===== src/rtl/core/clil_pkg.sv =====
// shared types, codes and character helpers for the integer literal classifier
package clil_pkg;

  typedef enum logic [11:0] {
    PH_START   = 12'b0000_0000_0001,
    PH_ZERO    = 12'b0000_0000_0010,
    PH_ZX      = 12'b0000_0000_0100,
    PH_HEX     = 12'b0000_0000_1000,
    PH_OCT     = 12'b0000_0001_0000,
    PH_DEC     = 12'b0000_0010_0000,
    PH_SUF     = 12'b0000_0100_0000,
    PH_FRAC    = 12'b0000_1000_0000,
    PH_EXP     = 12'b0001_0000_0000,
    PH_EXPSIGN = 12'b0010_0000_0000,
    PH_FDONE   = 12'b0100_0000_0000,
    PH_EXPBAD  = 12'b1000_0000_0000
  } phase_e;

  typedef enum logic [1:0] {
    RADIX_DEC = 2'd0,
    RADIX_OCT = 2'd1,
    RADIX_HEX = 2'd2
  } radix_e;

  localparam logic [1:0] SUF_NONE = 2'b00;
  localparam logic [1:0] SUF_U    = 2'b01;
  localparam logic [1:0] SUF_L    = 2'b10;

  localparam logic [2:0] ST_OK        = 3'd0;
  localparam logic [2:0] ST_TOO_LARGE = 3'd1;
  localparam logic [2:0] ST_BAD_OCT   = 3'd2;
  localparam logic [2:0] ST_BAD_SUF   = 3'd3;
  localparam logic [2:0] ST_NO_EXP    = 3'd4;

  localparam logic [1:0] TY_INT      = 2'd0;
  localparam logic [1:0] TY_UINT     = 2'd1;
  localparam logic [1:0] TY_LONG     = 2'd2;
  localparam logic [1:0] TY_UNS_LONG = 2'd3;

  localparam logic KIND_INT   = 1'b0;
  localparam logic KIND_FLOAT = 1'b1;

  localparam logic [1:0] CFG_INT_MAX   = 2'd0;
  localparam logic [1:0] CFG_UINT_MAX  = 2'd1;
  localparam logic [1:0] CFG_LONG_MAX  = 2'd2;
  localparam logic [1:0] CFG_ULONG_MAX = 2'd3;

  localparam logic [7:0] CH_0     = 8'h30;
  localparam logic [7:0] CH_7     = 8'h37;
  localparam logic [7:0] CH_9     = 8'h39;
  localparam logic [7:0] CH_DOT   = 8'h2e;
  localparam logic [7:0] CH_PLUS  = 8'h2b;
  localparam logic [7:0] CH_MINUS = 8'h2d;
  localparam logic [7:0] CH_LC_A  = 8'h61;
  localparam logic [7:0] CH_LC_F  = 8'h66;
  localparam logic [7:0] CH_UC_A  = 8'h41;
  localparam logic [7:0] CH_UC_F  = 8'h46;
  localparam logic [7:0] CH_LC_E  = 8'h65;
  localparam logic [7:0] CH_UC_E  = 8'h45;
  localparam logic [7:0] CH_LC_X  = 8'h78;
  localparam logic [7:0] CH_UC_X  = 8'h58;
  localparam logic [7:0] CH_LC_U  = 8'h75;
  localparam logic [7:0] CH_UC_U  = 8'h55;
  localparam logic [7:0] CH_LC_L  = 8'h6c;
  localparam logic [7:0] CH_UC_L  = 8'h4c;

  // final scan state of one token, handed to the classifier
  typedef struct packed {
    phase_e     phase;
    radix_e     radix;
    logic [1:0] suffix;
    logic       overflowed;
    logic       octal_bad;
    logic       tail_bad;
  } tok_t;

  // {valid, digit value} of a hex digit character
  function automatic logic [4:0] hex_digit(input logic [7:0] c);
    logic [4:0] r;
    r = 5'b0;
    if (c >= CH_0 && c <= CH_9) begin
      r = {1'b1, c[3:0]};
    end else if ((c >= CH_LC_A && c <= CH_LC_F) || (c >= CH_UC_A && c <= CH_UC_F)) begin
      r = {1'b1, c[3:0] + 4'd9};
    end
    return r;
  endfunction

endpackage


===== src/rtl/core/clil_scan.sv =====
// character scanner: input register, per-token scan state and end-of-token snapshot
module clil_scan #(
  parameter int VALUE_BITS = 64
) (
  input  logic                   clk_i,
  input  logic                   rst_ni,
  input  logic                   adv_i,
  input  logic                   in_valid_i,
  input  logic [7:0]             ch_i,
  input  logic                   last_i,
  output logic                   tok_valid_o,
  output clil_pkg::tok_t         tok_o,
  output logic [VALUE_BITS-1:0]  tok_acc_o
);

  localparam int WB = VALUE_BITS + 4;

  logic                  in_valid_q;
  logic [7:0]            ch_q;
  logic                  last_q;

  clil_pkg::phase_e      phase_q, phase_d;
  clil_pkg::radix_e      radix_q, radix_d;
  logic [1:0]            suffix_q, suffix_d;
  logic                  overflowed_q, overflowed_d;
  logic                  octal_bad_q, octal_bad_d;
  logic                  tail_bad_q, tail_bad_d;
  logic [VALUE_BITS-1:0] acc_q, acc_d;

  logic                  tok_valid_q;
  clil_pkg::tok_t        tok_q, tok_d;
  logic [VALUE_BITS-1:0] tok_acc_q;

  logic                  is_dec;
  logic [4:0]            hx;
  logic [WB-1:0]         dec_sum;
  logic                  dec_ov;
  logic                  oct_ov;
  logic                  hex_ov;
  logic [VALUE_BITS-1:0] oct_res;
  logic [VALUE_BITS-1:0] hex_res;
  logic                  do_dec, do_oct, do_hex, do_suf, do_after;
  logic [1:0]            suf_bit;
  logic                  step;

  assign step   = adv_i && in_valid_q;
  assign is_dec = (ch_q >= clil_pkg::CH_0) && (ch_q <= clil_pkg::CH_9);
  assign hx     = clil_pkg::hex_digit(ch_q);

  // accumulate steps: times ten, times eight, times sixteen
  assign dec_sum = (WB'(acc_q) << 3) + (WB'(acc_q) << 1) + WB'(ch_q[3:0]);
  assign dec_ov  = |dec_sum[WB-1:VALUE_BITS];
  assign oct_ov  = |acc_q[VALUE_BITS-1:VALUE_BITS-3];
  assign hex_ov  = |acc_q[VALUE_BITS-1:VALUE_BITS-4];
  assign oct_res = {acc_q[VALUE_BITS-4:0], 3'b000} + VALUE_BITS'(ch_q[3:0]);
  assign hex_res = {acc_q[VALUE_BITS-5:0], hx[3:0]};

  always_comb begin
    phase_d      = phase_q;
    radix_d      = radix_q;
    suffix_d     = suffix_q;
    overflowed_d = overflowed_q;
    octal_bad_d  = octal_bad_q;
    tail_bad_d   = tail_bad_q;
    acc_d        = acc_q;
    do_dec       = 1'b0;
    do_oct       = 1'b0;
    do_hex       = 1'b0;
    do_suf       = 1'b0;
    do_after     = 1'b0;
    suf_bit      = clil_pkg::SUF_NONE;

    case (phase_q)
      clil_pkg::PH_START: begin
        if (ch_q == clil_pkg::CH_0) begin
          phase_d = clil_pkg::PH_ZERO;
          radix_d = clil_pkg::RADIX_OCT;
        end else begin
          phase_d  = clil_pkg::PH_DEC;
          do_dec   = is_dec;
          do_after = !is_dec;
        end
      end
      clil_pkg::PH_DEC: begin
        do_dec   = is_dec;
        do_after = !is_dec;
      end
      clil_pkg::PH_ZERO: begin
        if (ch_q == clil_pkg::CH_LC_X || ch_q == clil_pkg::CH_UC_X) begin
          phase_d = clil_pkg::PH_ZX;
        end else begin
          phase_d  = clil_pkg::PH_OCT;
          do_oct   = is_dec;
          do_after = !is_dec;
        end
      end
      clil_pkg::PH_OCT: begin
        do_oct   = is_dec;
        do_after = !is_dec;
      end
      clil_pkg::PH_ZX: begin
        if (hx[4]) begin
          radix_d = clil_pkg::RADIX_HEX;
          phase_d = clil_pkg::PH_HEX;
          do_hex  = 1'b1;
        end else begin
          phase_d    = clil_pkg::PH_SUF;
          tail_bad_d = 1'b1;
        end
      end
      clil_pkg::PH_HEX: begin
        do_hex = hx[4];
        do_suf = !hx[4];
      end
      clil_pkg::PH_SUF: begin
        do_suf = 1'b1;
      end
      clil_pkg::PH_FRAC: begin
        if (ch_q == clil_pkg::CH_LC_E || ch_q == clil_pkg::CH_UC_E) begin
          phase_d = clil_pkg::PH_EXP;
        end else if (!is_dec) begin
          phase_d = clil_pkg::PH_FDONE;
        end
      end
      clil_pkg::PH_EXP: begin
        if (ch_q == clil_pkg::CH_PLUS || ch_q == clil_pkg::CH_MINUS) begin
          phase_d = clil_pkg::PH_EXPSIGN;
        end else begin
          phase_d = is_dec ? clil_pkg::PH_FDONE : clil_pkg::PH_EXPBAD;
        end
      end
      clil_pkg::PH_EXPSIGN: begin
        phase_d = is_dec ? clil_pkg::PH_FDONE : clil_pkg::PH_EXPBAD;
      end
      default: begin
      end
    endcase

    // character after a decimal or octal run
    if (do_after) begin
      if (ch_q == clil_pkg::CH_DOT) begin
        phase_d = clil_pkg::PH_FRAC;
      end else if (ch_q == clil_pkg::CH_LC_E || ch_q == clil_pkg::CH_UC_E) begin
        phase_d = clil_pkg::PH_EXP;
      end else begin
        do_suf = 1'b1;
      end
    end

    if (do_suf) begin
      phase_d = clil_pkg::PH_SUF;
      if (ch_q == clil_pkg::CH_LC_U || ch_q == clil_pkg::CH_UC_U) begin
        suf_bit = clil_pkg::SUF_U;
      end else if (ch_q == clil_pkg::CH_LC_L || ch_q == clil_pkg::CH_UC_L) begin
        suf_bit = clil_pkg::SUF_L;
      end
      if (!tail_bad_q) begin
        if (suf_bit == clil_pkg::SUF_NONE || (suffix_q & suf_bit) != clil_pkg::SUF_NONE) begin
          tail_bad_d = 1'b1;
        end else begin
          suffix_d = suffix_q | suf_bit;
        end
      end
    end

    if (do_dec) begin
      if (dec_ov) overflowed_d = 1'b1;
      else        acc_d = dec_sum[VALUE_BITS-1:0];
    end

    if (do_oct) begin
      if (ch_q > clil_pkg::CH_7) octal_bad_d = 1'b1;
      if (oct_ov) overflowed_d = 1'b1;
      else        acc_d = oct_res;
    end

    if (do_hex) begin
      if (hex_ov) overflowed_d = 1'b1;
      else        acc_d = hex_res;
    end
  end

  always_comb begin
    tok_d.phase      = phase_d;
    tok_d.radix      = radix_d;
    tok_d.suffix     = suffix_d;
    tok_d.overflowed = overflowed_d;
    tok_d.octal_bad  = octal_bad_d;
    tok_d.tail_bad   = tail_bad_d;
  end

  // input register
  always_ff @(posedge clk_i or negedge rst_ni) begin
    if (!rst_ni) begin
      in_valid_q <= 1'b0;
    end else if (adv_i) begin
      in_valid_q <= in_valid_i;
    end
  end

  always_ff @(posedge clk_i) begin
    if (adv_i && in_valid_i) begin
      ch_q   <= ch_i;
      last_q <= last_i;
    end
  end

  // scan state, back to start of token after the last beat
  always_ff @(posedge clk_i or negedge rst_ni) begin
    if (!rst_ni) begin
      phase_q      <= clil_pkg::PH_START;
      radix_q      <= clil_pkg::RADIX_DEC;
      suffix_q     <= clil_pkg::SUF_NONE;
      overflowed_q <= 1'b0;
      octal_bad_q  <= 1'b0;
      tail_bad_q   <= 1'b0;
      acc_q        <= '0;
    end else if (step) begin
      if (last_q) begin
        phase_q      <= clil_pkg::PH_START;
        radix_q      <= clil_pkg::RADIX_DEC;
        suffix_q     <= clil_pkg::SUF_NONE;
        overflowed_q <= 1'b0;
        octal_bad_q  <= 1'b0;
        tail_bad_q   <= 1'b0;
        acc_q        <= '0;
      end else begin
        phase_q      <= phase_d;
        radix_q      <= radix_d;
        suffix_q     <= suffix_d;
        overflowed_q <= overflowed_d;
        octal_bad_q  <= octal_bad_d;
        tail_bad_q   <= tail_bad_d;
        acc_q        <= acc_d;
      end
    end
  end

  // end-of-token snapshot
  always_ff @(posedge clk_i or negedge rst_ni) begin
    if (!rst_ni) begin
      tok_valid_q <= 1'b0;
    end else if (adv_i) begin
      tok_valid_q <= in_valid_q && last_q;
    end
  end

  always_ff @(posedge clk_i) begin
    if (step && last_q) begin
      tok_q     <= tok_d;
      tok_acc_q <= acc_d;
    end
  end

  assign tok_valid_o = tok_valid_q;
  assign tok_o       = tok_q;
  assign tok_acc_o   = tok_acc_q;

  a_start_clear: assert property (@(posedge clk_i) disable iff (!rst_ni)
    phase_q == clil_pkg::PH_START |->
      acc_q == '0 && !overflowed_q && !tail_bad_q && suffix_q == clil_pkg::SUF_NONE)
    else $error("scan state not clear at start of token");

  a_octal_flag: assert property (@(posedge clk_i) disable iff (!rst_ni)
    octal_bad_q |-> radix_q == clil_pkg::RADIX_OCT)
    else $error("bad octal digit flagged outside an octal run");

  a_last_clears: assert property (@(posedge clk_i) disable iff (!rst_ni)
    step && last_q |=> phase_q == clil_pkg::PH_START && tok_valid_q)
    else $error("last beat did not close the token");

endmodule


===== src/rtl/core/clil_class.sv =====
// type selection against target limits and the result register
module clil_class #(
  parameter int VALUE_BITS = 64
) (
  input  logic                  clk_i,
  input  logic                  rst_ni,
  input  logic                  adv_i,
  input  logic                  tok_valid_i,
  input  clil_pkg::tok_t        tok_i,
  input  logic [VALUE_BITS-1:0] tok_acc_i,
  input  logic [62:0]           int_max_i,
  input  logic [63:0]           uint_max_i,
  input  logic [62:0]           long_max_i,
  input  logic [63:0]           ulong_max_i,
  output logic                  out_valid_o,
  output logic                  token_kind_o,
  output logic [1:0]            type_code_o,
  output logic [63:0]           value_o,
  output logic [2:0]            status_o
);

  logic        out_valid_q;
  logic        kind_q, kind_d;
  logic [1:0]  type_q, type_d;
  logic [63:0] value_q, value_d;
  logic [2:0]  status_q, status_d;

  logic [63:0] acc64;
  logic        fits_int, fits_uint, fits_long, fits_ulong;
  logic        found;
  logic [1:0]  pick;

  assign acc64      = 64'(tok_acc_i);
  assign fits_int   = acc64 <= {1'b0, int_max_i};
  assign fits_uint  = acc64 <= uint_max_i;
  assign fits_long  = acc64 <= {1'b0, long_max_i};
  assign fits_ulong = acc64 <= ulong_max_i;

  // first type in the suffix's list that holds the value
  always_comb begin
    found = 1'b1;
    pick  = clil_pkg::TY_UNS_LONG;
    case (tok_i.suffix)
      clil_pkg::SUF_NONE: begin
        if (fits_int)                                            pick = clil_pkg::TY_INT;
        else if (tok_i.radix != clil_pkg::RADIX_DEC && fits_uint) pick = clil_pkg::TY_UINT;
        else if (fits_long)                                      pick = clil_pkg::TY_LONG;
        else                                                     found = fits_ulong;
      end
      clil_pkg::SUF_U: begin
        if (fits_uint) pick = clil_pkg::TY_UINT;
        else           found = fits_ulong;
      end
      clil_pkg::SUF_L: begin
        if (fits_long) pick = clil_pkg::TY_LONG;
        else           found = fits_ulong;
      end
      default: begin
        found = fits_ulong;
      end
    endcase
  end

  always_comb begin
    kind_d   = clil_pkg::KIND_INT;
    type_d   = clil_pkg::TY_INT;
    value_d  = '0;
    status_d = clil_pkg::ST_OK;
    if (tok_i.phase inside {clil_pkg::PH_FRAC, clil_pkg::PH_EXP, clil_pkg::PH_EXPSIGN,
                            clil_pkg::PH_FDONE, clil_pkg::PH_EXPBAD}) begin
      kind_d = clil_pkg::KIND_FLOAT;
      if (tok_i.phase inside {clil_pkg::PH_EXP, clil_pkg::PH_EXPSIGN, clil_pkg::PH_EXPBAD}) begin
        status_d = clil_pkg::ST_NO_EXP;
      end
    end else if (tok_i.octal_bad) begin
      status_d = clil_pkg::ST_BAD_OCT;
    end else if (tok_i.tail_bad || tok_i.phase == clil_pkg::PH_ZX) begin
      status_d = clil_pkg::ST_BAD_SUF;
    end else if (tok_i.overflowed || !found) begin
      type_d   = clil_pkg::TY_UNS_LONG;
      value_d  = ulong_max_i;
      status_d = clil_pkg::ST_TOO_LARGE;
    end else begin
      type_d  = pick;
      value_d = acc64;
    end
  end

  always_ff @(posedge clk_i or negedge rst_ni) begin
    if (!rst_ni) begin
      out_valid_q <= 1'b0;
    end else if (adv_i) begin
      out_valid_q <= tok_valid_i;
    end
  end

  always_ff @(posedge clk_i) begin
    if (adv_i && tok_valid_i) begin
      kind_q   <= kind_d;
      type_q   <= type_d;
      value_q  <= value_d;
      status_q <= status_d;
    end
  end

  assign out_valid_o  = out_valid_q;
  assign token_kind_o = kind_q;
  assign type_code_o  = type_q;
  assign value_o      = value_q;
  assign status_o     = status_q;

  a_float_zero: assert property (@(posedge clk_i) disable iff (!rst_ni)
    out_valid_q && kind_q == clil_pkg::KIND_FLOAT |->
      type_q == clil_pkg::TY_INT && value_q == '0)
    else $error("floating token with nonzero type or value");

  a_large_ulong: assert property (@(posedge clk_i) disable iff (!rst_ni)
    out_valid_q && status_q == clil_pkg::ST_TOO_LARGE |-> type_q == clil_pkg::TY_UNS_LONG)
    else $error("saturated constant not typed unsigned long");

endmodule


===== src/rtl/core/c_integer_literal_classifier.sv =====
// top level of the integer literal classifier: limit registers and beat flow control
// result beats pass the input register, end-of-token snapshot and result register
// throughput: one character beat per cycle unless a result beat sits stalled
// a result waiting on the output stalls the input only while out_stall_i is high
// reset clears the scan state and all valid flags and loads the 32-bit target limits
module c_integer_literal_classifier #(
  parameter int VALUE_BITS = 64
) (
  input  logic        clk_i,
  input  logic        rst_ni,
  input  logic        cfg_we_i,
  input  logic [1:0]  cfg_idx_i,
  input  logic [63:0] cfg_wdata_i,
  input  logic        in_valid_i,
  output logic        in_stall_o,
  input  logic [7:0]  ch_i,
  input  logic        last_i,
  output logic        out_valid_o,
  input  logic        out_stall_i,
  output logic        token_kind_o,
  output logic [1:0]  type_code_o,
  output logic [63:0] value_o,
  output logic [2:0]  status_o
);

  logic [62:0]           int_max_q;
  logic [63:0]           uint_max_q;
  logic [62:0]           long_max_q;
  logic [63:0]           ulong_max_q;

  logic                  adv;
  logic                  tok_valid;
  clil_pkg::tok_t        tok;
  logic [VALUE_BITS-1:0] tok_acc;

  always_ff @(posedge clk_i or negedge rst_ni) begin
    if (!rst_ni) begin
      int_max_q   <= 63'd2147483647;
      uint_max_q  <= 64'd4294967295;
      long_max_q  <= 63'd2147483647;
      ulong_max_q <= 64'd4294967295;
    end else if (cfg_we_i) begin
      case (cfg_idx_i)
        clil_pkg::CFG_INT_MAX:   int_max_q   <= cfg_wdata_i[62:0];
        clil_pkg::CFG_UINT_MAX:  uint_max_q  <= cfg_wdata_i;
        clil_pkg::CFG_LONG_MAX:  long_max_q  <= cfg_wdata_i[62:0];
        clil_pkg::CFG_ULONG_MAX: ulong_max_q <= cfg_wdata_i;
        default: begin
        end
      endcase
    end
  end

  // whole pipe moves unless a result beat sits stalled
  assign adv        = !(out_valid_o && out_stall_i);
  assign in_stall_o = !adv;

  clil_scan #(
    .VALUE_BITS (VALUE_BITS)
  ) u_scan (
    .clk_i       (clk_i),
    .rst_ni      (rst_ni),
    .adv_i       (adv),
    .in_valid_i  (in_valid_i),
    .ch_i        (ch_i),
    .last_i      (last_i),
    .tok_valid_o (tok_valid),
    .tok_o       (tok),
    .tok_acc_o   (tok_acc)
  );

  clil_class #(
    .VALUE_BITS (VALUE_BITS)
  ) u_class (
    .clk_i        (clk_i),
    .rst_ni       (rst_ni),
    .adv_i        (adv),
    .tok_valid_i  (tok_valid),
    .tok_i        (tok),
    .tok_acc_i    (tok_acc),
    .int_max_i    (int_max_q),
    .uint_max_i   (uint_max_q),
    .long_max_i   (long_max_q),
    .ulong_max_i  (ulong_max_q),
    .out_valid_o  (out_valid_o),
    .token_kind_o (token_kind_o),
    .type_code_o  (type_code_o),
    .value_o      (value_o),
    .status_o     (status_o)
  );

  a_stall_cause: assert property (@(posedge clk_i) disable iff (!rst_ni)
    in_stall_o |-> out_valid_o && out_stall_i)
    else $error("input stalled without a stalled result beat");

endmodule


===== config.mk =====
export PLATFORM = sky130hd
export DESIGN_NAME = c_integer_literal_classifier
export DESIGN_NICKNAME = d
export VERILOG_FILES = /design/src/rtl/core/clil_pkg.sv /design/src/rtl/core/clil_scan.sv /design/src/rtl/core/clil_class.sv /design/src/rtl/core/c_integer_literal_classifier.sv
export SDC_FILE = /design/constraint.sdc
export NUM_CORES = 1
export LEC_CHECK = 0
export BUFFER_PORTS_ARGS = -buffer_cell sky130_fd_sc_hd__buf_2
export CORE_MARGIN = 4
export CORE_UTILIZATION = 24
export DETAILED_ROUTE_END_ITERATION = 10
export SYNTH_ARGS = -nofsm -noshare
export SYNTH_HDL_FRONTEND = slang
export SYNTH_HIERARCHICAL = 1
export SYNTH_SLANG_ARGS = --single-unit

===== constraint.sdc =====
create_clock -name clk_i -period 4.9 [get_ports clk_i]
set_input_delay 1.225 -clock clk_i [delete_from_list [all_inputs] [get_ports clk_i]]
set_output_delay 1.225 -clock clk_i [all_outputs]
set_load 0.005 [all_outputs]

### Word-level counts from Yosys, hierarchy flattened

Cells that the tools add are included.

| cells by class | value |
|---|---|
| add/subtract/negate cells | 4 |
| magnitude comparators | 11 |
| equality and inequality tests | 33 |
| mux-type cells | 80 |
| bitwise operators | 2 |
| reductions and logical operators | 39 |

Operators by type and width:

| cell | count |
|---|---|
| two-way mux 64 bit | 8 |
| <= comparator 64 x 63 -> 1 bit | 2 |
| <= comparator 64 bit | 2 |
| two-way mux 12 bit | 9 |
| case mux 12 bit (6 select lines) | 1 |
| adder 67 x 65 -> 68 bit | 1 |
| adder 68 x 4 -> 68 bit | 1 |
| adder 64 x 4 -> 64 bit | 1 |
| equality test 8 x 7 -> 1 bit, second input constant | 8 |
| equality test 8 x 6 -> 1 bit, second input constant | 4 |
| two-way mux 1 bit | 31 |
| two-way mux 2 bit | 14 |
| equality test 12 x 10 -> 1 bit, second input constant | 2 |
| equality test 12 x 3 -> 1 bit, second input constant | 2 |
| equality test 12 x 8 -> 1 bit, second input constant | 2 |
| equality test 12 x 9 -> 1 bit, second input constant | 2 |
| greater-or-equal comparator 8 x 7 -> 1 bit, second input constant | 2 |
| <= comparator 8 x 7 -> 1 bit, second input constant | 2 |
| two-way mux 5 bit | 3 |
| equality test 12 x 1 -> 1 bit, second input constant | 1 |
| equality test 12 x 11 -> 1 bit, second input constant | 1 |
| equality test 12 bit, second input constant | 1 |
| equality test 12 x 2 -> 1 bit, second input constant | 1 |
| equality test 12 x 4 -> 1 bit, second input constant | 1 |
| 29 further kinds | 67 |

| storage, ports and cells | value |
|---|---|
| flip-flop bits (word level) | 502 |
| bits of input ports | 80 |
| output and inout port bits | 72 |
| word-level logic and storage cells | 196 |

### Longest topological paths before layout

Gate-level depths: netlist (run 1).

| depth | value |
|---|---|
| depth after elaboration | 18 |
| depth in mapped cells | 19 |
| gate-level depth less buffers | 15 |

### Modules after synthesis

Netlist (run 1), hierarchy kept.

By module, submodules not included:

| module | instances | cells an instance | area each (um2) | seq. area each (um2) |
|---|---|---|---|---|
| clil_scan | 1 | 1759 | 15029.4 | 4890.9 |
| c_integer_literal_classifier | 1 | 541 | 10119.7 | 6513.7 |
| clil_class | 1 | 1233 | 9994.6 | 2127.0 |

### Worst setup path before layout (run 1)

No wires, ideal clock.

| path | value |
|---|---|
| path kind | input port to flip-flop |
| start point | input port out_stall_i |
| end point | register u_scan.tok_acc_q[0] (netlist: u_scan/tok_acc_o[0]), enable pin |
| setup time | 924 ps |
| arrival time | 3622 ps |
| required time | 3976 ps |
| path slack | 353 ps |
| stages on the path | 6 |
| buffers on the path | 2 |
| cells stage by stage | nand2_1 > and2_1 > clkbuf_1 > nand2_1 > clkbuf_1 > clkinv_1 |

| on the way | value |
|---|---|
| word-level cells in the longest chain between the ends | 4 |

RTL lines:

| item | RTL line | source |
|---|---|---|
| start, declared | c_integer_literal_classifier.sv:19 | `input logic out_stall_i,` |
| logical AND 1 bit | c_integer_literal_classifier.sv:55 | `assign adv = !(out_valid_o && out_stall_i);` |
| logical NOT 1 bit | c_integer_literal_classifier.sv:55 |  |
| logical AND 1 bit | clil_scan.sv:46 | `assign step = adv_i && in_valid_q;` |
| logical AND 1 bit | clil_scan.sv:249 | `if (step && last_q) begin` |
| end signal, assigned | clil_scan.sv:251 | `tok_acc_q <= acc_d;` |
| end, declared | clil_scan.sv:32 | `logic [VALUE_BITS-1:0] tok_acc_q;` |

Every way passes these cells.
A chain may end at the register's enable or synchronous reset.

### Worst setup path in the final report (run 1)

| path | value |
|---|---|
| start point | register u_scan.acc_q[0] |
| end point | register u_scan.tok_acc_q[33] (netlist: u_scan/tok_acc_o[33]) (data pin) |

| on the way | value |
|---|---|
| word-level cells in the longest chain between the ends | 9 |
| elaborated cells on any way between the ends | 10 |
| those cells by class | 3 x add/sub; 6 x mux; 1 x reduce/logical |

RTL lines:

| item | RTL line | source |
|---|---|---|
| start, declared | clil_scan.sv:28 | `logic [VALUE_BITS-1:0] acc_q, acc_d;` |
| start signal, assigned | clil_scan.sv:217 | `acc_q <= '0;` |
| start signal, assigned | clil_scan.sv:226 | `acc_q <= '0;` |
| start signal, assigned | clil_scan.sv:234 | `acc_q <= acc_d;` |
| adder 67 x 65 -> 68 bit | clil_scan.sv:51 | `assign dec_sum = (WB'(acc_q) << 3) + (WB'(acc_q) << 1) + WB'(ch_q[3:0]);` |
| adder 68 x 4 -> 68 bit | clil_scan.sv:51 |  |
| OR reduction 4 bit | clil_scan.sv:52 | `assign dec_ov = \|dec_sum[WB-1:VALUE_BITS];` |
| two-way mux 64 bit | clil_scan.sv:167 | `if (dec_ov) overflowed_d = 1'b1;` |
| two-way mux 64 bit | clil_scan.sv:166 | `if (do_dec) begin` |
| two-way mux 64 bit | clil_scan.sv:173 | `if (oct_ov) overflowed_d = 1'b1;` |
| two-way mux 64 bit (*) | clil_scan.sv:171 | `if (do_oct) begin` |
| two-way mux 64 bit | clil_scan.sv:178 | `if (hex_ov) overflowed_d = 1'b1;` |
| two-way mux 64 bit (*) | clil_scan.sv:177 | `if (do_hex) begin` |
| via u_scan.acc_d[33] | clil_scan.sv:28 |  |

Mark *: on every way through the listed nets, which the timed path passes. The rest lies on a longest branch.

==> summary by stage, run 1 <==
Layout
The area growth from synthesis to layout is 15.3%. The finished layout holds 5683 standard cells, fillers aside. The share of the core filled with cells in the final layout is 27.8%.

In the final layout, the share of cells above drive strength 1 is 20.2%. The final standard cell area without fillers is 0.0405 mm2. For this run, the post-layout net count is 4182.

Status
The run finished with clean final reports.

Die
For this design the top-level I/O count stands at 152. The floorplan step defined a die boundary enclosing 0.153 mm2. The starting density of the core is 24.1%. The area of the placeable core is 0.146 mm2. The floorplan has 140 rows. The die extent in x is 391 um.

The floorplan step set the die height to 391 um.

Synth
The synthesized netlist net count is 4002. After synthesis, the largest area contributor takes up 15.2% of total cell area. The most common cell in the synthesized netlist is nand2_1. The synthesized netlist contains 103 unique library cells.

Counting every instance in the synthesized netlist gives 3533. The top cell type by total area after synthesis is dfrtp_1. By area the synthesized netlist is led by dfrtp_1, edfxtp_1, ha_1, dfstp_2, mux2_4. In this run, synthesis produced a sequential element count of 502. The number of warnings reported in the yosys synthesis log is 6. After synthesis, flip-flops and latches occupy 38.5% of the total area. The cell area that synthesis handed to floorplanning was 0.0351 mm2.

For this run, the leading register cell type out of synthesis is dfrtp_1. After synthesis, the mean cell area works out to 9.95 um2. Of all flip-flops after synthesis, the portion carrying an async set or reset was 67.7%. The count of flip-flops with a built-in enable after synthesis is 162. By count the netlist is led by nand2_1, ha_1, inv_1.

CTS
TritonCTS built the clock tree. No sink is reached through more buffers than the 3 on the longest clock path. The number of CTS-inserted buffers is 54. The later pin in the worst-skew pair is clocked with a latency of 0.63 ns. After clock tree synthesis, the clock-pin slew on the worst setup and hold paths is 0.07 ns.

The clock tree root driver cell is clkbuf_16. Counting every sink on the clock net gives 502. CTS built an H-tree with a depth of 2.

GRT
The global routing usage on met2 is 23.6%. The first global-routing pass estimated 169 mm of wire. The global routing met3 resource utilization is 1.96%. The number of global-route vias before repair is 27600.

Entering global routing, the biggest net connects 129 pins. The sum of overflow across all layers after global routing is 0. The global-route total usage across every layer is 14.1%.

Global routing used 18.6% of the available met1 tracks. The number of antenna violations at the first check in global routing was 9. In this run the most used layer during global routing was met2.

Critical path
STA classifies the critical path endpoint as a register. The category of the critical setup timing path is reg -> reg. The maximum net fanout on the critical path is 14.

The endpoint arrival time on the critical path is 5.05 ns. The worst-path cell with the longest stage delay is fa_1. The kind of cell with the highest combined delay along the critical path is compound AO/OA/AOI/OAI gates. Together, buffers and inverters on the worst path number 4. The most frequent cell on the critical path is inv_1.

STA classifies the critical path startpoint as a register. The critical path required time is 5.27 ns. The largest single stage delay on the critical path is 0.58 ns.

Traced cell by cell, the critical path runs through inv_1, fa_1, inv_1, ha_1, a211oi_1, o21bai_1, o21ai_1, a31o_2, a311oi_2, o211a_4, o21a_4, o2111a_2, buf_4, buf_12, or3_1, o2111ai_1, nand2_1.

Route
The detailed-route wire length is 111 mm. The average via count per standard cell is 4.91. The number of vias in the routed layout is 27900. The final antenna-violating net count is 0. The first routing iteration left 2083 violations. For this run, design rule violations remaining after detail routing come to 0. The total iterations of the first detailed-routing run is 5. The routed wirelength normalized by instance count is 19.5 um.

Timing
For the pin with the worst max-slew slack, the measured transition is 1.05 ns. Of the available clock period, the critical path in the final layout requires 95.6%. The final number of max-transition violations is 0.

The upper clock frequency limit is 0.213 GHz. The final hold violation count is 0. The minimum clock period after layout is 4.68 ns.

Setup repair after global routing left no endpoint under its margin. Setup total negative slack on the finished layout was measured at 0 ns. The worst slew margin relative to its limit is 29.9%. Setup violations remaining at the end of the flow were counted as 0. Across the routed clock network, the largest skew measured is 0.0362 ns. On the final layout, the worst hold slack is 0.488 ns.

Pwr
For this design the static power due to leakage is 18.0 nW. The worst-case IR drop observed on VDD is 0.249 mV. In this run the power density over the cells is 371 mW/mm2.

Placed design
The instance area at placement is 0.0386 mm2. The congestion estimate from routability-driven global placement came to 0.908. The number of I/O port buffers is 151. The wire-length estimate of the detail-placed layout is 84.1 mm. The cell count after placement is 5573.

Job
Max-cap violations in this run came to 0.

Worst hold path
The min-delay analysis places its worst path in the category reg -> reg.
-- per-stage QoR --
stage	total power [mW]	setup WS, ns
floorplan	9.11	0.353
global placement	10.5	0.159
detailed placement	10.6	0.118
CTS	15.1	0.0590
global route	16.0	0.0176
finish	15.0	0.215
-- power by group --
part	total, mW	leakage (nW)	switching (mW)	internal, mW
combinational	4.79	11.6	2.74	2.05
sequential	5.86	5.53	0.654	5.21
clock	4.38	0.890	1.83	2.56
-- sequential cells by signal, indices dropped and copies added (netlist names), 8 cells and up --
name              cells
int_max_q            63
long_max_q           63
u_class/value_o      64
u_scan/acc_q         64
u_scan/ch_q           8
u_scan/phase_q       12
u_scan/tok_acc_o     64
u_scan/tok_o         19
uint_max_q           64
ulong_max_q          64
-- repair_timing --
action,CTS,global route
hold buffers,0,0
gates resized for setup,0,6
setup buffers,0,1
endpoints found under the setup margin,0,51
-- per-layer routing --
metal,vias to the layer above,share of wire [%]
met2,809,46
met5,-,0.0072
met1,13700,44
met4,2,3.6
li1,13200,-
met3,196,5.6
-- cells by family (layout without fill, tap and decap cells) --
| kind of cell | Yosys count | count (layout) | share of synthesized area, % |
|---|---|---|---|
| flip-flops | 502 | 502 | 38.5 |
| other | 0 | 8 | 0 |
| AND/OR/NAND/NOR | 1016 | 1016 | 13.7 |
| AO/OA/AOI/OAI | 746 | 746 | 14.1 |
| adder cells (fa/ha/maj) | 389 | 389 | 13.9 |
| buffers and inverters | 438 | 663 | 5.41 |
| XOR/XNOR | 103 | 103 | 2.57 |
| multiplexers | 339 | 339 | 11.9 |
-- cell type report --
| class | count | area (um2) |
|---|---|---|
| Inverter | 295 | 1110 |
| Timing Repair Buffer | 267 | 1790 |
| Multi-Input combinational cell | 2593 | 19800 |
| Antenna cell | 8 | 20.0 |
| Clock buffer | 66 | 1430 |
| Fill cell | 15200 | 105000 |
| Tap cell | 1917 | 2400 |
| Clock inverter | 35 | 434 |
| Sequential cell | 502 | 13500 |
-- path summary, 6_finish.rpt --
check / startpoint / endpoint / slack [ns] / depth (start not counted)
hold reg to reg: int_max_q[34]$_DFFE_PN0P_ / int_max_q[34]$_DFFE_PN0P_ / 0.49 / 1
max in group asynchronous: rst_ni / u_scan/acc_q[55]$_DFFE_PN0P_ / 3.13 / 2
min in group asynchronous: rst_ni / long_max_q[43]$_DFFE_PN0P_ / 0.60 / 1
hold / removal: int_max_q[34]$_DFFE_PN0P_ / int_max_q[34]$_DFFE_PN0P_ / 0.49 / 1
setup / recovery: u_scan/acc_q[0]$_DFFE_PN0P_ / u_scan/tok_acc_o[33]$_DFFE_PP_ / 0.22 / 17
setup reg to reg: u_scan/acc_q[0]$_DFFE_PN0P_ / u_scan/tok_acc_o[33]$_DFFE_PP_ / 0.22 / 17
-- placed cells by master (no fill, tap or decap), types with 59 or more instances in the layout --
cell / netlist / routed
buf_4: 4 / 104
dfstp_2: 127 / 127
xnor2_1: 59 / 59
ha_1: 387 / 387
mux2_1: 65 / 65
nand2_1: 410 / 408
a21oi_1: 233 / 232
mux2_2: 77 / 77
nand3_1: 72 / 71
inv_1: 294 / 294
edfxtp_1: 162 / 162
dfrtp_1: 213 / 213
mux2i_1: 77 / 77
mux2_4: 120 / 120
o21ai_0: 153 / 153
nand4_1: 84 / 84
nor2_1: 195 / 193
buf_2: 19 / 150
(Power assumes the default switching activity.)
==> run 2, diff against run 1 <==
--- a/config.mk
+++ b/config.mk
@@ -7,8 +7,9 @@
 export LEC_CHECK = 0
 export BUFFER_PORTS_ARGS = -buffer_cell sky130_fd_sc_hd__buf_2
 export CORE_MARGIN = 4
-export CORE_UTILIZATION = 24
+export CORE_UTILIZATION = 45
 export DETAILED_ROUTE_END_ITERATION = 10
+export SLEW_MARGIN = 30
 export SYNTH_ARGS = -nofsm -noshare
 export SYNTH_HDL_FRONTEND = slang
 export SYNTH_HIERARCHICAL = 1
==> constraint.sdc (replaced) <==
create_clock -name clk_i -period 4.9 [get_ports clk_i]
set_input_delay 0.49 -clock clk_i [delete_from_list [all_inputs] [get_ports clk_i]]
set_output_delay 0.49 -clock clk_i [all_outputs]
set_load 0.005 [all_outputs]
==> run 2 against run 1 <==
Compared with the run above: sequential share of layout area is 1.1 points higher; hold slack worse by 0.44 ns; core utilization is 23 points higher; highest routed layer unchanged; combinational power is 0.8% lower; die area is 46% lower; critical path type unchanged; maximum frequency is 0.74% higher; worst setup slack better by 0.034 ns; critical path depth stayed put; largest power group unchanged; global-route usage is 11 points higher.
==> summary by stage, run 2 (same netlist as run 1, synthesis figures left out) <==
Status
The flow ran to the end, and the final reports show no timing, DRC or antenna violations.

Route
The routed wirelength normalized by instance count is 22.0 um (+13%). The final antenna-violating net count was 0 (unchanged). The starting DRC count in detailed routing is 1984 (-4.8%). The total iterations of the first detailed-routing run is 5 (unchanged). The detailed-route wire length is 106 mm (-4.7%).

The number of vias in the routed layout is 27500 (-1.4%). The average via count per standard cell is 5.74 (+17%). The number of remaining DRC errors was 0 (unchanged).

Layout
The share of the core filled with cells in the final layout is 50.7% (+23 points). The final layout net count is 4175 (-0.17%). The share of final-layout standard cells stronger than drive strength 1 is 19.9% (-0.30 points). The area growth from synthesis to layout is 11.7%. The footprint of the flip-flops and latches is 0.0135 mm2 (unchanged).

The filler cell count in the final layout is 7144 (-53%). In the layout the commonest cells are nand2_1, ha_1, inv_1, a21oi_1, dfrtp_1. The library cell used most frequently in the layout, excluding fill and tap cells, is nand2_1.

The footprint of the multi-input gates is 0.0198 mm2 (-0.11%).

CTS
The post-CTS clock slew at the launch and capture registers of the worst setup and hold paths is 0.06 ns (about the same). The H-tree depth is 2 (unchanged). TritonCTS built the clock tree. The maximum number of buffers from clock root to sink is 3 (unchanged).

The total setup buffers inserted after CTS was 0 (unchanged). The tree is rooted in a clkbuf_16. The number of CTS-inserted buffers is 57 (+5.6%). The source-to-sink clock delay at the later pin of the worst-skew pair was 0.63 ns (about the same). The sink count of the clock tree is 502 (unchanged).

Critical path
The internal reg-to-reg setup slack is 0.25 ns (+0.03 ns). The endpoint kind of the worst setup timing path is a register. By startpoint and endpoint, the worst setup path is classified as reg -> reg.

The critical path required time is 5.40 ns (+0.13 ns). The worst setup path endpoint is u_scan/acc_q[0]$_DFFE_PN0P_. In this run the critical register-to-register path is launched from u_scan/ch_q[3]$_DFFE_PP_. The maximum net fanout on the critical path came to 8 (-6). In this run the critical register-to-register path is captured at u_scan/acc_q[0]$_DFFE_PN0P_. On the critical path, the stage with the largest delay is an instance of fa_1.

The endpoint arrival time on the critical path was 5.15 ns (+0.10 ns). The cell depth of the worst flop-to-flop path was 17 (unchanged). The start point of the critical path is u_scan/ch_q[3]$_DFFE_PP_. The delay of the slowest cell on the worst path was 0.62 ns (+0.04 ns). The signal on the critical path passes through inv_1, fa_1, inv_1, ha_1, a211oi_1, o21bai_1, o21ai_0, buf_4, a211oi_2, o31ai_2, a2111oi_2, a21oi_2, o2111a_2, buf_4, nor2_1, a21oi_1, o31ai_1. The nature of the critical path startpoint is a register.

Pwr
The total leakage power came to 18.0 nW (-0.20%). The share of power burned in combinational logic is 31.9% (about the same). The switching power of the nets is 5.19 mW (-0.58%). The cell area power density is 379 mW/mm2 (+2.2%). The internal power contribution is 9.70 mW (-1.2%).

The relative contribution of the clock network to total power is 28.8% (-0.4 points). The total power consumption of the routed design came to 14.9 mW (-0.97%). The worst IR drop on VDD is 0.237 mV (-5.1%).

The switching share of total power is 34.8% (+0.14 points). The share of total power in sequential cells is 39.3% (+0.3 points).

GRT
The sum of overflow across all layers after global routing came to 0 (unchanged). The number of antenna violations at the first check in global routing is 6 (-3). The maximum number of pins on one net before global-route repair came to 106 (-18%). The number of global-route vias before repair is 26600 (-3.5%). The first-pass GRT wire length came to 161 mm (-4.7%). The global-route total usage across every layer is 25.1% (+11 points).

Timing
The final worst-path setup slack came to 0.250 ns (+0.0345 ns). The setup clock skew after layout is 0.0235 ns (-0.0127 ns). The final number of max-transition violations is 0 (unchanged). The worst slew margin relative to its limit is 37.8% (+8.0 points). The aggregate negative setup slack is 0 ns (unchanged). The number of endpoints failing setup at the final stage is 0 (unchanged). The worst hold-check slack is 0.0476 ns (-0.440 ns).

The final hold violation count is 0 (unchanged). The share of the cycle needed by the critical path after routing is 94.9% (-0.70 points). The minimum clock period after layout came to 4.65 ns (-0.0345 ns). Setup repair after global routing left no endpoint under its margin. The actual slew at the worst max-slew pin is 0.920 ns (-0.130 ns). The upper clock frequency limit is 0.215 GHz (+0.74%).

Placed design
The post-detailed-placement half-perimeter wirelength is 78.3 mm (-6.9%). The setup slack at placement is 0.143 ns (+0.0249 ns). The number of I/O port buffers is 151 (unchanged). The routability congestion estimate from global placement was 0.917 (+0.98%).

Worst hold path
The worst min-delay path class is in -> reg.

Job
The number of maximum-capacitance violations was 0 (unchanged).

Die
The I/O pin count came to 152 (unchanged). The total die area is 0.0826 mm2 (-46%). The starting density of the core was 45.4% (+21 points). The area of the placeable core came to 0.0775 mm2 (-47%). The die extent in x is 287 um (-26%). The row count was 102 (-27%). The height of the die was 287 um (-26%).
==> run 2: changes by cell type in the layout (fill, tap and decap cells not counted), sizes merged <==
cell	delta
clkbuf	+14
buf	-11
diode	-7
bufinv	-6
clkinvlp	-6
clkinv	+4
dlygate4sd3	+1
==> run 2: per-layer routing <==
layer	track usage (%)	vias up	wire, um
met2	39.4	780	47100
met3	4.05	175	6310
met4	8.57	4	3770
met5	0	-	33
met1	35.2	13400	48500
li1	-	13100	-
==> run 2: worst min path at each step <==
stage	start	endpoint	slack [ns]	cells past startpoint
3_5_place_dp	int_max_q[31]$_DFFE_PN0P_	int_max_q[31]$_DFFE_PN0P_	0.48	1
3_3_place_gp	int_max_q[47]$_DFFE_PN0P_	int_max_q[47]$_DFFE_PN0P_	0.47	1
5_1_grt	ch_i[5]	u_scan/ch_q[5]$_DFFE_PP_	0.02	1
4_1_cts	last_i	u_scan/last_q$_DFFE_PP_	0.007	1
2_1_floorplan	rst_ni	int_max_q[31]$_DFFE_PN0P_	0.19	0
6_report	last_i	u_scan/last_q$_DFFE_PP_	0.05	1
==> run 2: critical path, delay by kind of cell, from the launching register on <==
family          cells  cell delay (ns)
simple gates        1             0.37
buf+inv             4             0.52
fa+ha+maj           2             0.91
compound gates     10             2.37
flops               1             0.34
==> run 2: repair_timing <==
item,CTS,global route
setup endpoints to repair,0,36
resized for setup,0,5
hold buffers,1,0
hold endpoints to repair,77,0
==> run 2: stage by stage <==
stage / area (um2) / cells
2_1_floorplan: 35100 / 3533
3_3_place_gp: 37400 / 4686
3_5_place_dp: 37400 / 4686
4_1_cts: 39200 / 4794
5_1_grt: 39300 / 4795
6_report: 39300 / 4795
==> run 2: layout make-up <==
cell class / instances / area share [%]
clock inverters: 27 / 0.618
flip-flops and latches: 502 / 34.5
diodes: 1 / 0.00638
well taps: 1040 / 3.32
multi-input cells: 2593 / 50.4
clock buffers: 80 / 4.09
repair buffers: 257 / 4.28
inverters: 295 / 2.82
==> run 2: power by group through the flow <==
| stage | combinational, mW | sequential (mW) | clock, mW |
|---|---|---|---|
| 3_5_place_dp | 4.70 | 5.90 | 0 |
| 6_report | 4.75 | 5.85 | 4.29 |
| 5_1_grt | 5.34 | 5.93 | 4.54 |
| 4_1_cts | 4.73 | 5.84 | 4.38 |
| 3_3_place_gp | 4.63 | 5.90 | 0 |
| 2_1_floorplan | 3.44 | 5.67 | 0 |
==> run 3, diff against run 2 <==
==> constraint.sdc (replaced) <==
create_clock -name clk_i -period 4.9 [get_ports clk_i]
set_input_delay 1.47 -clock clk_i [delete_from_list [all_inputs] [get_ports clk_i]]
set_output_delay 1.47 -clock clk_i [all_outputs]
set_load 0.005 [all_outputs]
==> run 3 against run 2 <==
Compared with the run above: worst setup slack got worse by 0.11 ns; global-route usage fell by 0.076 points; first-iteration DRC count rose by 1.7%; core utilization rose by 0.32 points; clock skew rose by 0.0058 ns; critical path depth did not move; via count rose by 0.79%; final area rose by 0.64%; clock power rose by 4%; maximum frequency fell by 2.3%.
==> summary by stage, run 3 (same netlist as run 1, synthesis figures left out) <==
Status
The flow ran to the end, and the final reports show no timing, DRC or antenna violations.

Job
The number of maximum-capacitance violations is 0 (unchanged).

Timing
The upper clock frequency limit is 0.210 GHz (-2.3%). The minimum clock period after layout was 4.76 ns (+0.110 ns). The final number of max-transition violations was 0 (unchanged). The worst slew margin relative to its limit is 36.4% (-1.5 points). The actual slew at the worst max-slew pin came to 0.941 ns (+0.0208 ns). The final hold violation count came to 0 (unchanged). The setup clock skew after layout is 0.0292 ns (+0.00575 ns). The aggregate negative setup slack was 0 ns (unchanged).

The number of endpoints failing setup at the final stage is 0 (unchanged). The share of the cycle needed by the critical path after routing is 97.1% (+2.2 points).

Pwr
The cell area power density is 382 mW/mm2 (+0.68%). The total leakage power is 18.1 nW (+0.44%). The worst IR drop on VDD is 0.264 mV (+12%). The total power consumption of the routed design is 15.1 mW (+1.3%).

Critical path
The maximum net fanout on the critical path is 14 (+6). The slowest stage of the critical path is the fa_1 cell. The endpoint kind of the worst setup timing path is a register. By startpoint and endpoint, the worst setup path is classified as reg -> reg. The endpoint arrival time on the critical path is 5.11 ns (-0.04 ns). The buffers plus inverters on the worst setup path came to 4 (unchanged). The critical path required time is 5.25 ns (-0.15 ns).

The cell family contributing the most delay on the critical path is compound AO/OA/AOI/OAI gates. The critical path goes through inv_1, fa_1, inv_1, ha_1, a211oi_1, o21bai_1, o21ai_2, a31o_2, a311oi_2, o211a_4, o21a_4, o2111a_2, buf_4, buf_12, or3_1, a21oi_2, nor2_1. The delay of the slowest cell on the worst path is 0.67 ns (+0.05 ns). The most frequent cell on the critical path is inv_1.

STA classifies the critical path startpoint as a register.

Layout
The final layout net count was 4180 (+0.12%). The share of the core filled with cells in the final layout is 51.0% (+0.32 points). The share of final-layout standard cells stronger than drive strength 1 came to 20.1% (+0.16 points).

The area growth from synthesis to layout is 12.4%. The top cell types in the final layout, fill and taps aside, are nand2_1, ha_1, inv_1, a21oi_1, dfrtp_1. The filler cell count in the final layout is 7150 (+0.084%). The library cell used most frequently in the layout, excluding fill and tap cells, is nand2_1.

Route
The number of vias in the routed layout is 27700 (+0.79%). The starting DRC count in detailed routing is 2017 (+1.7%). The detailed-route wire length is 105 mm (-0.36%). The total iterations of the first detailed-routing run is 7 (+2). The routed wirelength normalized by instance count is 21.9 um (-0.47%). The number of remaining DRC errors is 0 (unchanged). The average via count per standard cell came to 5.78 (+0.68%). The final antenna-violating net count came to 0 (unchanged).

Die
The area of the placeable core was 0.0775 mm2 (unchanged). The total die area was 0.0826 mm2 (unchanged). The starting density of the core is 45.4% (unchanged).

The row count is 102 (unchanged). The height of the die was 287 um (unchanged). The I/O pin count is 152 (unchanged). The die extent in x was 287 um (unchanged).

GRT
The maximum number of pins on one net before global-route repair is 100 (-5.7%). The number of antenna violations at the first check in global routing is 3 (-3). The first-pass GRT wire length is 161 mm (+0.33%).

The number of global-route vias before repair is 26800 (+0.57%). The sum of overflow across all layers after global routing came to 0 (unchanged). The global-route total usage across every layer is 25.0% (-0.076 points).

Placed design
The routability congestion estimate from global placement is 0.928 (+1.2%). The post-detailed-placement half-perimeter wirelength is 78.7 mm (+0.55%). The number of I/O port buffers came to 151 (unchanged).

Worst hold path
In this run the worst hold path is classified as reg -> reg.

CTS
In this run the clock root is driven by a clkbuf_16. The maximum number of buffers from clock root to sink is 3 (unchanged). The post-CTS clock slew at the launch and capture registers of the worst setup and hold paths is 0.06 ns (about the same). The sink count of the clock tree is 502 (unchanged). TritonCTS built the clock tree.

The H-tree depth is 2 (unchanged). The number of CTS-inserted buffers came to 56 (-1.8%). The source-to-sink clock delay at the later pin of the worst-skew pair came to 0.63 ns (about the same).
==> run 3: cell count changes in the layout (fill, tap and decap cells not counted), moves of 2 or more <==
cell / change
buf_12: +7
a2111oi_2: -2
inv_8: -2
bufinv_16: +3
clkbuf_1: +3
clkinv_2: -6
clkinvlp_4: +2
clkinv_1: -4
==> run 3: final timing paths <==
check,from,end,slack (ns),depth (start not counted)
max,u_scan/ch_q[3]$_DFFE_PP_,u_scan/tok_acc_o[27]$_DFFE_PP_,0.14,17
min,int_max_q[36]$_DFFE_PN0P_,int_max_q[36]$_DFFE_PN0P_,0.48,1
max reg2reg,u_scan/ch_q[3]$_DFFE_PP_,u_scan/tok_acc_o[27]$_DFFE_PP_,0.14,17
min reg2reg,int_max_q[36]$_DFFE_PN0P_,int_max_q[36]$_DFFE_PN0P_,0.48,1
max in group asynchronous,rst_ni,uint_max_q[12]$_DFFE_PN1P_,2.93,2
min in group asynchronous,rst_ni,ulong_max_q[45]$_DFFE_PN0P_,0.87,1
==> run 3: per-stage QoR <==
| step | worst slack [ns] | hold WS [ns] | std cells | area, um2 |
|---|---|---|---|---|
| after floorplan | 0.108 | 0.458 | 3533 | 35100 |
| after global placement | 0.0950 | 0.467 | 4691 | 37500 |
| after detailed placement | 0.0381 | 0.475 | 4691 | 37500 |
| after CTS | 0.00851 | 0.490 | 4797 | 39400 |
| after global routing | -0.0249 | 0.503 | 4800 | 39500 |
| final | 0.140 | 0.484 | 4800 | 39500 |
==> run 3: report_power, final <==
part / leakage [nW] / internal, mW / switching [mW]
Sequential: 5.53 / 5.21 / 0.655
Clock: 0.941 / 2.65 / 1.81
Combinational: 11.6 / 2.05 / 2.71
Total: 18.1 / 9.91 / 5.17
==> run 3: cell type report <==
class                           count  area (um2)  share of cell area (%)
Tap cell                         1040        1300                    3.29
Multi-Input combinational cell   2593       19800                    50.1
Inverter                          295        1110                    2.81
Clock buffer                       85        1660                    4.19
Timing Repair Buffer              263        1810                    4.57
Antenna cell                        1        2.50                 0.00633
Sequential cell                   502       13500                    34.3
Clock inverter                     21         289                   0.732
==> run 3: layer usage <==
layer	global-route usage (%)	up-vias	wire (um)
li1	-	13100	-
met1	36.1	13600	49300
met2	39.1	773	47000
met3	3.22	171	5640
met4	7.62	4	3360
met5	0	-	30
==> run 3: worst register-to-register path, cell delays in order (launching register included) <==
cell	delay (ns)
edfxtp_1	0.34
inv_1	0.08
fa_1	0.67
inv_1	0.08
ha_1	0.31
a211oi_1	0.31
o21bai_1	0.21
o21ai_2	0.24
a31o_2	0.27
a311oi_2	0.21
o211a_4	0.31
o21a_4	0.22
o2111a_2	0.32
buf_4	0.19
buf_12	0.17
or3_1	0.36
a21oi_2	0.14
nor2_1	0.07
==> run 3: repair_timing <==
| action | CTS | global route |
|---|---|---|
| buffers inserted | 0 | 2 |
| setup endpoints to repair | 0 | 44 |
| hold endpoints to repair | 0 | 0 |
| gates resized for setup | 0 | 8 |
| hold buffers | 0 | 0 |
